<file path="src/hdl/pwb_pkg.sv">
package pwb_pkg;

  // Sizes of the source store and of the fixed-point arithmetic
  localparam int SRC_MAX_WIDTH    = 256;
  localparam int SRC_MAX_HEIGHT   = 256;
  localparam int WEIGHT_FRAC_BITS = 8;
  localparam int DEST_COORD_BITS  = 12;

  // Field and register widths
  localparam int PIX_W     = 8;
  localparam int POS_W     = 12;
  localparam int CFG_W     = 64;
  localparam int CFG_IDX_W = 3;
  localparam int COEF_W    = 32;
  localparam int DIM_W     = 9;
  localparam int MODE_W    = 2;

  localparam logic [PIX_W-1:0] PIX_MAX = 8'd255;

  // Mode bits
  localparam int MODE_TRUNC_BIT = 0;
  localparam int MODE_BLEND_BIT = 1;

  // Derived arithmetic widths
  localparam int WF      = WEIGHT_FRAC_BITS;
  localparam int DC      = DEST_COORD_BITS;
  localparam int PROD_W  = DC + 1 + COEF_W;
  localparam int SUM_W   = PROD_W + 2;
  localparam int IB_X    = $clog2(SRC_MAX_WIDTH);
  localparam int IB_Y    = $clog2(SRC_MAX_HEIGHT);
  localparam int IB      = (IB_X > IB_Y) ? IB_X : IB_Y;
  localparam int QB      = IB + WF;
  localparam int RW      = SUM_W + QB;
  localparam int DIV_LAT = QB + 1;
  localparam int LIM_W   = ((DIM_W > IB + 1) ? DIM_W : IB + 1) + 1;
  localparam int TOP_W   = PIX_W + WF + 1;
  localparam int MIX_W   = PIX_W + 2 * WF + 1;
  localparam int BL_W    = 2 * PIX_W;

  // Source store split into four banks by column and row parity
  localparam int BANK_COLS  = (SRC_MAX_WIDTH + 1) / 2;
  localparam int BANK_ROWS  = (SRC_MAX_HEIGHT + 1) / 2;
  localparam int BANK_DEPTH = BANK_COLS * BANK_ROWS;
  localparam int BANK_AW    = $clog2(BANK_DEPTH);
  localparam int STORE_W    = 2 * PIX_W;

  // Configuration register indexes
  typedef enum logic [CFG_IDX_W-1:0] {
    CFG_ROW0_LIN = 3'd0,
    CFG_ROW1_LIN = 3'd1,
    CFG_ROW2_LIN = 3'd2,
    CFG_SHIFT01  = 3'd3,
    CFG_SHIFT2   = 3'd4,
    CFG_MODE     = 3'd5,
    CFG_SRC_W    = 3'd6,
    CFG_SRC_H    = 3'd7
  } cfg_idx_e;

  // Per-word side data that rides along the pipe
  typedef struct packed {
    logic             cmd;
    logic [POS_W-1:0] pos_x;
    logic [POS_W-1:0] pos_y;
    logic [PIX_W-1:0] pix;
    logic [PIX_W-1:0] alpha;
    logic             bad;
  } side_t;

endpackage

</file>
<file path="src/hdl/pwb_div.sv">
// Pipelined restoring divider: q = floor(nm * 2^WF / dm), one quotient bit per stage.
// ovf flags a quotient that does not fit in QB bits.
module pwb_div (
  input  logic                           clk_i,
  input  logic                           en_i,
  input  logic [pwb_pkg::SUM_W-1:0]      nm_i,
  input  logic [pwb_pkg::SUM_W-1:0]      dm_i,
  output logic [pwb_pkg::QB-1:0]         q_o,
  output logic                           ovf_o
);

  localparam int SW = pwb_pkg::SUM_W;
  localparam int QB = pwb_pkg::QB;
  localparam int RW = pwb_pkg::RW;

  logic [RW-1:0] r_q   [QB+1];
  logic [SW-1:0] d_q   [QB+1];
  logic [QB-1:0] qb_q  [QB+1];
  logic          ovf_q [QB+1];

  // Stage 0: scale the dividend, check the quotient range
  always_ff @(posedge clk_i) begin
    if (en_i) begin
      r_q[0]   <= RW'(nm_i) << pwb_pkg::WF;
      d_q[0]   <= dm_i;
      qb_q[0]  <= '0;
      ovf_q[0] <= (SW + pwb_pkg::IB)'(nm_i) >= ((SW + pwb_pkg::IB)'(dm_i) << pwb_pkg::IB);
    end
  end

  // One quotient bit per stage, MSB first
  for (genvar k = 1; k <= QB; k++) begin : g_step
    localparam int BIT = QB - k;
    logic [RW:0] trial;
    assign trial = {1'b0, r_q[k-1]} - ((RW + 1)'(d_q[k-1]) << BIT);

    always_ff @(posedge clk_i) begin
      if (en_i) begin
        d_q[k]   <= d_q[k-1];
        ovf_q[k] <= ovf_q[k-1];
        if (!trial[RW]) begin
          r_q[k]       <= trial[RW-1:0];
          qb_q[k]      <= qb_q[k-1] | (QB'(1) << BIT);
        end else begin
          r_q[k]       <= r_q[k-1];
          qb_q[k]      <= qb_q[k-1];
        end
      end
    end
  end

  assign q_o   = qb_q[QB];
  assign ovf_o = ovf_q[QB];

endmodule

</file>
<file path="config.mk">
export PLATFORM = sky130hd
export DESIGN_NAME = pwb_div
export DESIGN_NICKNAME = d
export VERILOG_FILES = /design/src/hdl/pwb_pkg.sv /design/src/hdl/pwb_div.sv
export SDC_FILE = /design/constraint.sdc
export NUM_CORES = 2
export LEC_CHECK = 0
export BUFFER_PORTS_ARGS = -buffer_cell sky130_fd_sc_hd__buf_4
export CAP_MARGIN = 30
export CORE_MARGIN = 2
export CORE_UTILIZATION = 45
export DETAILED_ROUTE_END_ITERATION = 6
export PLACE_DENSITY = 0.57
export SYNTH_ARGS = -nofsm -noshare
export SYNTH_HDL_FRONTEND = slang
export SYNTH_SLANG_ARGS = --single-unit
</file>
<file path="constraint.sdc">
create_clock -name clk_i -period 5.8 [get_ports clk_i]
set_clock_uncertainty 0.05 [all_clocks]
set_input_delay 0 -clock clk_i [delete_from_list [all_inputs] [get_ports clk_i]]
set_output_delay 0 -clock clk_i [all_outputs]
set_load 0.1 [all_outputs]
</file>
# Word level (Yosys, flattened, before mapping)
# Memories as Yosys holds them, arrays and structs flattened.
# Index checks and enable logic that the tools add are counted.
dict set report classes {
  add_sub_neg 16
  n_lt_le_gt_ge 1
  muxes 130
  bitwise_logic 32
}
# operator count
set op_table {}
lappend op_table {{$mux 63} 16}
lappend op_table {{$mux 16} 16}
lappend op_table {{$mux 1} 98}
lappend op_table {{$sub 63x47->64} 1}
lappend op_table {{$sub 63x48->64} 1}
lappend op_table {{$sub 63x49->64} 1}
lappend op_table {{$sub 63x50->64} 1}
lappend op_table {{$sub 63x51->64} 1}
lappend op_table {{$sub 63x52->64} 1}
lappend op_table {{$sub 63x53->64} 1}
lappend op_table {{$sub 63x54->64} 1}
lappend op_table {{$sub 63x55->64} 1}
lappend op_table {{$sub 63x56->64} 1}
lappend op_table {{$sub 63x57->64} 1}
lappend op_table {{$sub 63x58->64} 1}
lappend op_table {{$sub 63x59->64} 1}
lappend op_table {{$sub 63x60->64} 1}
lappend op_table {{$sub 63x61->64} 1}
lappend op_table {{$sub 63x62->64} 1}
lappend op_table {{$ge 47x55->1} 1}
lappend op_table {{$or 1x1->1} 32}
dict set report totals {
  register_bits 0
  ramBits 2159
  inputBits 96
  wordCells 183
  mem_count 4
}
# memory words width rd rd_ports_with_merged_regs wr line
set memory_table {}
lappend memory_table {r_q 17 63 16 0 17 pwb_div.sv:16} ;# logic [RW-1:0] r_q [QB+1];
lappend memory_table {d_q 17 47 16 0 17 pwb_div.sv:17} ;# logic [SW-1:0] d_q [QB+1];
lappend memory_table {qb_q 17 16 17 0 17 pwb_div.sv:18} ;# logic [QB-1:0] qb_q [QB+1];
lappend memory_table {ovf_q 17 1 17 0 17 pwb_div.sv:19} ;# logic ovf_q [QB+1];

# Longest topological paths before layout
dict set report depth {
  word_depth 5
  depth_mapped 18
}

# Least setup slack after synthesis
# Ideal clock, no wire load.
dict set report synth_path {
  path_kind {register to register}
  from {mem r_q[6][9] (netlist bit)}
  to {mem r_q[7][59] (netlist bit), data pin}
  setup_time_ps 279
  arrival_time_ps 3256
  required_ps 5471
  slack_ps 2215
  stages_incl_launch_ff 16
  path_buffers 0
  period_less_slack_ps 3585
  cell_sequence {edfxtp_1 -> inv_1 -> ha_1 -> inv_1 -> fa_1 -> a21o_1 -> o21ai_0 -> a2111oi_0 -> o21ai_0 -> a31oi_1 -> o31ai_1 -> o31ai_1 -> nand2b_1 -> nand2_1 -> a2111oi_0 -> xor2_1}
}
# item line
set synth_lines {}
lappend synth_lines {{from (decl)} pwb_div.sv:16}

==> impl_metrics.toml <==
[run_status]
run_status = "finished clean"

[sta]
tns_setup_ns = 0
finalSetupViolCount = 0
worstMarginPinSlew_ns = 1.02
post-route-min-period_ns = 4.92
normalized_max_slew_margin = 0.303
setup_repair_after_global_routing_missed_its_margin = "false"
timing_max_transition_violations_final = 0
max_freq_mhz = 203
final_clock_period_utilization_by_the_worst_path = 0.848
hold_viol = 0

[global_routing]
grt.met3_usage = 0.0231
grtUsageMet2 = 0.394
groute.layer.met1.usage = 0.215
largest_net_degree_at_the_start_of_global_routing = 166
grt_first_pass_wirelength_mm = 402
grtUsageTotal = 0.204
grt_overflow = 0
busiest_layer = "met2"
number_of_global_route_vias_before_repair = 78300
antenna_found_initial = 5

[detailed_routing]
remaining_drc_errors = 0
count_of_nets_left_with_antenna_violations_after_detail_routing = 0
wl_mm = 251
detail_route.first_pass.iterations = 5
drtIter0Drc = 4192
vias = 75600
routed_wire_length_per_instance_microns = 18.2
drt-vias-per-instance = 5.47

[logic_synthesis]
post-synth-top-count-cell = "sky130_fd_sc_hd__edfxtp_1"
ys_top_cells_by_area = "sky130_fd_sc_hd__edfxtp_1, sky130_fd_sc_hd__ha_1, sky130_fd_sc_hd__a21oi_1"
synth_sequential_area_ratio = 0.506
synth-warning-count = 0
postSynth.asyncResetShare = 0
yosys_reg_bits = 1805
synthDominantCellAreaShare = 0.506
flip_flop_cell_with_the_highest_count_after_synthesis = "sky130_fd_sc_hd__edfxtp_1"
syn_inst = 10300
synth-edff-count = 1805
synthDominantAreaCellType = "sky130_fd_sc_hd__edfxtp_1"
netlist-cell-type-count = 98
post_synth_instance_area_sq_mm = 0.107
syn-num-nets = 11100
avgSynthCellArea_sq_um = 10.4
synth_top_cells_by_count = "sky130_fd_sc_hd__edfxtp_1, sky130_fd_sc_hd__a21oi_1, sky130_fd_sc_hd__inv_1"

[clocking]
postCtsSetupBuffers = 0
cts.path.max_buffers = 3
cts_inserted_buffers = 204
cts.root.buffer_cell = "sky130_fd_sc_hd__clkbuf_16"
cts_tree = "built"
ctsHtreeMaxLevel = 4
cts_num_sinks = 1805
worstSkewPairLatency_ns = 0.84
clock_transition_time_at_the_flip_flop_clock_pins_of_the_worst_setup_and_hold_paths_ns = 0.07

[layout]
layout.cell_area.non_filler_sq_mm = 0.120
final_layout_size_suffix_gt1_frac = 0.0628
area_delta_synth_final_pct = 12.2
final_net_count = 11400

[floorplanning]
die_height_microns = 492
area_enclosed_by_the_die_boundary_sq_mm = 0.242
num_io_pins = 113
die_width_microns = 492
floorplan.core_area_sq_mm = 0.237
floorplan.initialDensity = 0.451
placementRows = 179

[critical_path]
crit_path_start_kind = "flip-flop"
timing.critical_path.from = "r_q[7][18]$_DFFE_PP_"
critPathCaptureType = "flip-flop"
worst-path-stages = 12
regToRegStartpoint = "r_q[7][18]$_DFFE_PP_"
path_cells = "ha_1 -> and3_1 -> o2111ai_1 -> a31oi_1 -> nor2_1 -> o31ai_1 -> a41oi_1 -> o31ai_1 -> a21boi_0 -> o221ai_1 -> a211oi_1 -> xor2_1"
rrSetupSlack_ns = 0.88
regToRegEndpoint = "r_q[8][61]$_DFFE_PP_"
worstRegToRegCells = 12
cpPeakStageDelay_ns = 0.76
cp.arrival_ns = 5.46
crit_path_frequent_cell = "sky130_fd_sc_hd__o31ai_1"
setup.worst_path.end = "r_q[8][61]$_DFFE_PP_"
required_ns = 6.34
cpMaxStageDelayCell = "sky130_fd_sc_hd__o31ai_1"
timing.critical_path.buf_inv = 0
critical_path_class = "reg2reg"
timing.critical_path.max_delay_family = "compound AO/OA/AOI/OAI gates"
critPathMaxFanout = 7

[flow_run]
number_of_maximum_capacitance_constraint_violations = 0

[place]
dpl.hpwl_mm = 192
post_dp_cell_area_sq_mm = 0.111
routabilityCongestion = 0.942
io_buffers = 112

[pwr]
power.density_cell_area_mw_per_mm2 = 497
leakagePower_nw = 48.6
max-vdd-ir-drop_mv = 0.251

[hold_path]
min-delay-path-class = "in2reg"
min-delay-start = "en_i"
[worst reg2reg max path, cell delays in order (launching register included)]
cell and delay [ns]:
sky130_fd_sc_hd__edfxtp_1 0.39, sky130_fd_sc_hd__ha_1 0.44, sky130_fd_sc_hd__and3_1 0.23, sky130_fd_sc_hd__o2111ai_1 0.14, sky130_fd_sc_hd__a31oi_1 0.36, sky130_fd_sc_hd__nor2_1 0.19
sky130_fd_sc_hd__o31ai_1 0.73, sky130_fd_sc_hd__a41oi_1 0.40, sky130_fd_sc_hd__o31ai_1 0.77, sky130_fd_sc_hd__a21boi_0 0.33, sky130_fd_sc_hd__o221ai_1 0.37, sky130_fd_sc_hd__a211oi_1 0.14
sky130_fd_sc_hd__xor2_1 0.15
[metrics by stage]
step	utilization	setup slack (ns)	std cells	total power, mW	hold WS, ns
2_1_floorplan	-	2.21	10300	39.7	0.0489
3_3_place_gp	0.470	0.979	13300	46.2	0.136
3_5_place_dp	0.470	0.962	13300	46.5	0.138
4_1_cts	0.507	0.948	13800	59.9	0.0880
5_1_grt	0.507	0.740	13800	63.8	0.120
6_report	0.507	0.881	13800	59.7	0.145
[worst min path at each step]
stage | end | cells past startpoint
3_5_place_dp | d_q[0][41]$_DFFE_PP_ | 1
3_3_place_gp | d_q[0][40]$_DFFE_PP_ | 1
5_1_grt | ovf_q[0][0]$_DFFE_PP_ | 2
2_1_floorplan | d_q[0][0]$_DFFE_PP_ | 0
4_1_cts | ovf_q[0][0]$_DFFE_PP_ | 2
6_report | d_q[0][45]$_DFFE_PP_ | 2
[metal layers]
metal / up-vias / wire length [microns]
li1: 37900 / -
met1: 35300 / 96900
met2: 1721 / 133000
met3: 705 / 7470
met4: 0 / 13900
met5: - / 0
[cell usage in the layout, fill, tap and decap left out, types with 53 or more instances in the layout]
cell type                       instances
sky130_fd_sc_hd__a211oi_1              65
sky130_fd_sc_hd__a21o_1               494
sky130_fd_sc_hd__a21oi_1             1016
sky130_fd_sc_hd__a31oi_1               87
sky130_fd_sc_hd__and3_1                66
sky130_fd_sc_hd__buf_4                189
sky130_fd_sc_hd__clkbuf_16            209
sky130_fd_sc_hd__dlygate4sd3_1        189
sky130_fd_sc_hd__edfxtp_1            1805
sky130_fd_sc_hd__ha_1                 776
sky130_fd_sc_hd__inv_1                952
sky130_fd_sc_hd__mux2_2                73
sky130_fd_sc_hd__nand2_1              836
sky130_fd_sc_hd__nand2b_1              88
sky130_fd_sc_hd__nand3_1              166
sky130_fd_sc_hd__nand4_1              185
sky130_fd_sc_hd__nor2_1               673
sky130_fd_sc_hd__nor2b_1               76
sky130_fd_sc_hd__nor3_1               108
sky130_fd_sc_hd__o21a_1                83
sky130_fd_sc_hd__o21ai_0              723
sky130_fd_sc_hd__o21bai_1             114
sky130_fd_sc_hd__o31ai_1               53
sky130_fd_sc_hd__xnor2_1              440
sky130_fd_sc_hd__xor2_1               323
[what timing repair did]
| item | 4_1_cts | 5_1_grt |
|---|---|---|
| hold endpoints to repair | 658 | 0 |
| hold buffers | 189 | 0 |
| resized for setup | 0 | 0 |
[logic make-up (layout without fill, tap and decap cells)]
group	after synthesis	count (layout)	synth area share
AOI/OAI and AO/OA	3003	3003	0.173
and+or+nand+nor	2481	2481	0.109
DFF	1805	1805	0.506
buffers and inverters	1337	1736	0.0479
adders and majority gates	791	791	0.0935
xor gates and xnor gates	763	763	0.0624
muxes	77	77	0.00806
other	0	1	0
[registers in the layout, indices dropped and copies added (netlist names)]
signal and cells:
r_q 900, ovf_q 17, qb_q 136, d_q 752
[where the power goes]
group	switching, mW	internal [mW]	total, mW
logic	15.2	10.7	25.9
registers	1.85	18.9	20.8
clock network	5.25	7.75	13.0
total	22.3	37.4	59.7
[final cells by class]
type                       count  area, sq um
antenna                        1         2.50
clock buffer                 251         5390
clock inverter               128         1400
fill                       20800       117000
inverter                     955         3600
multi-input combinational   7115        47900
sequential                  1805        54200
tap                         3167         3960
timing repair buffer         402         3730
Power figures use the tool's default switching activity.
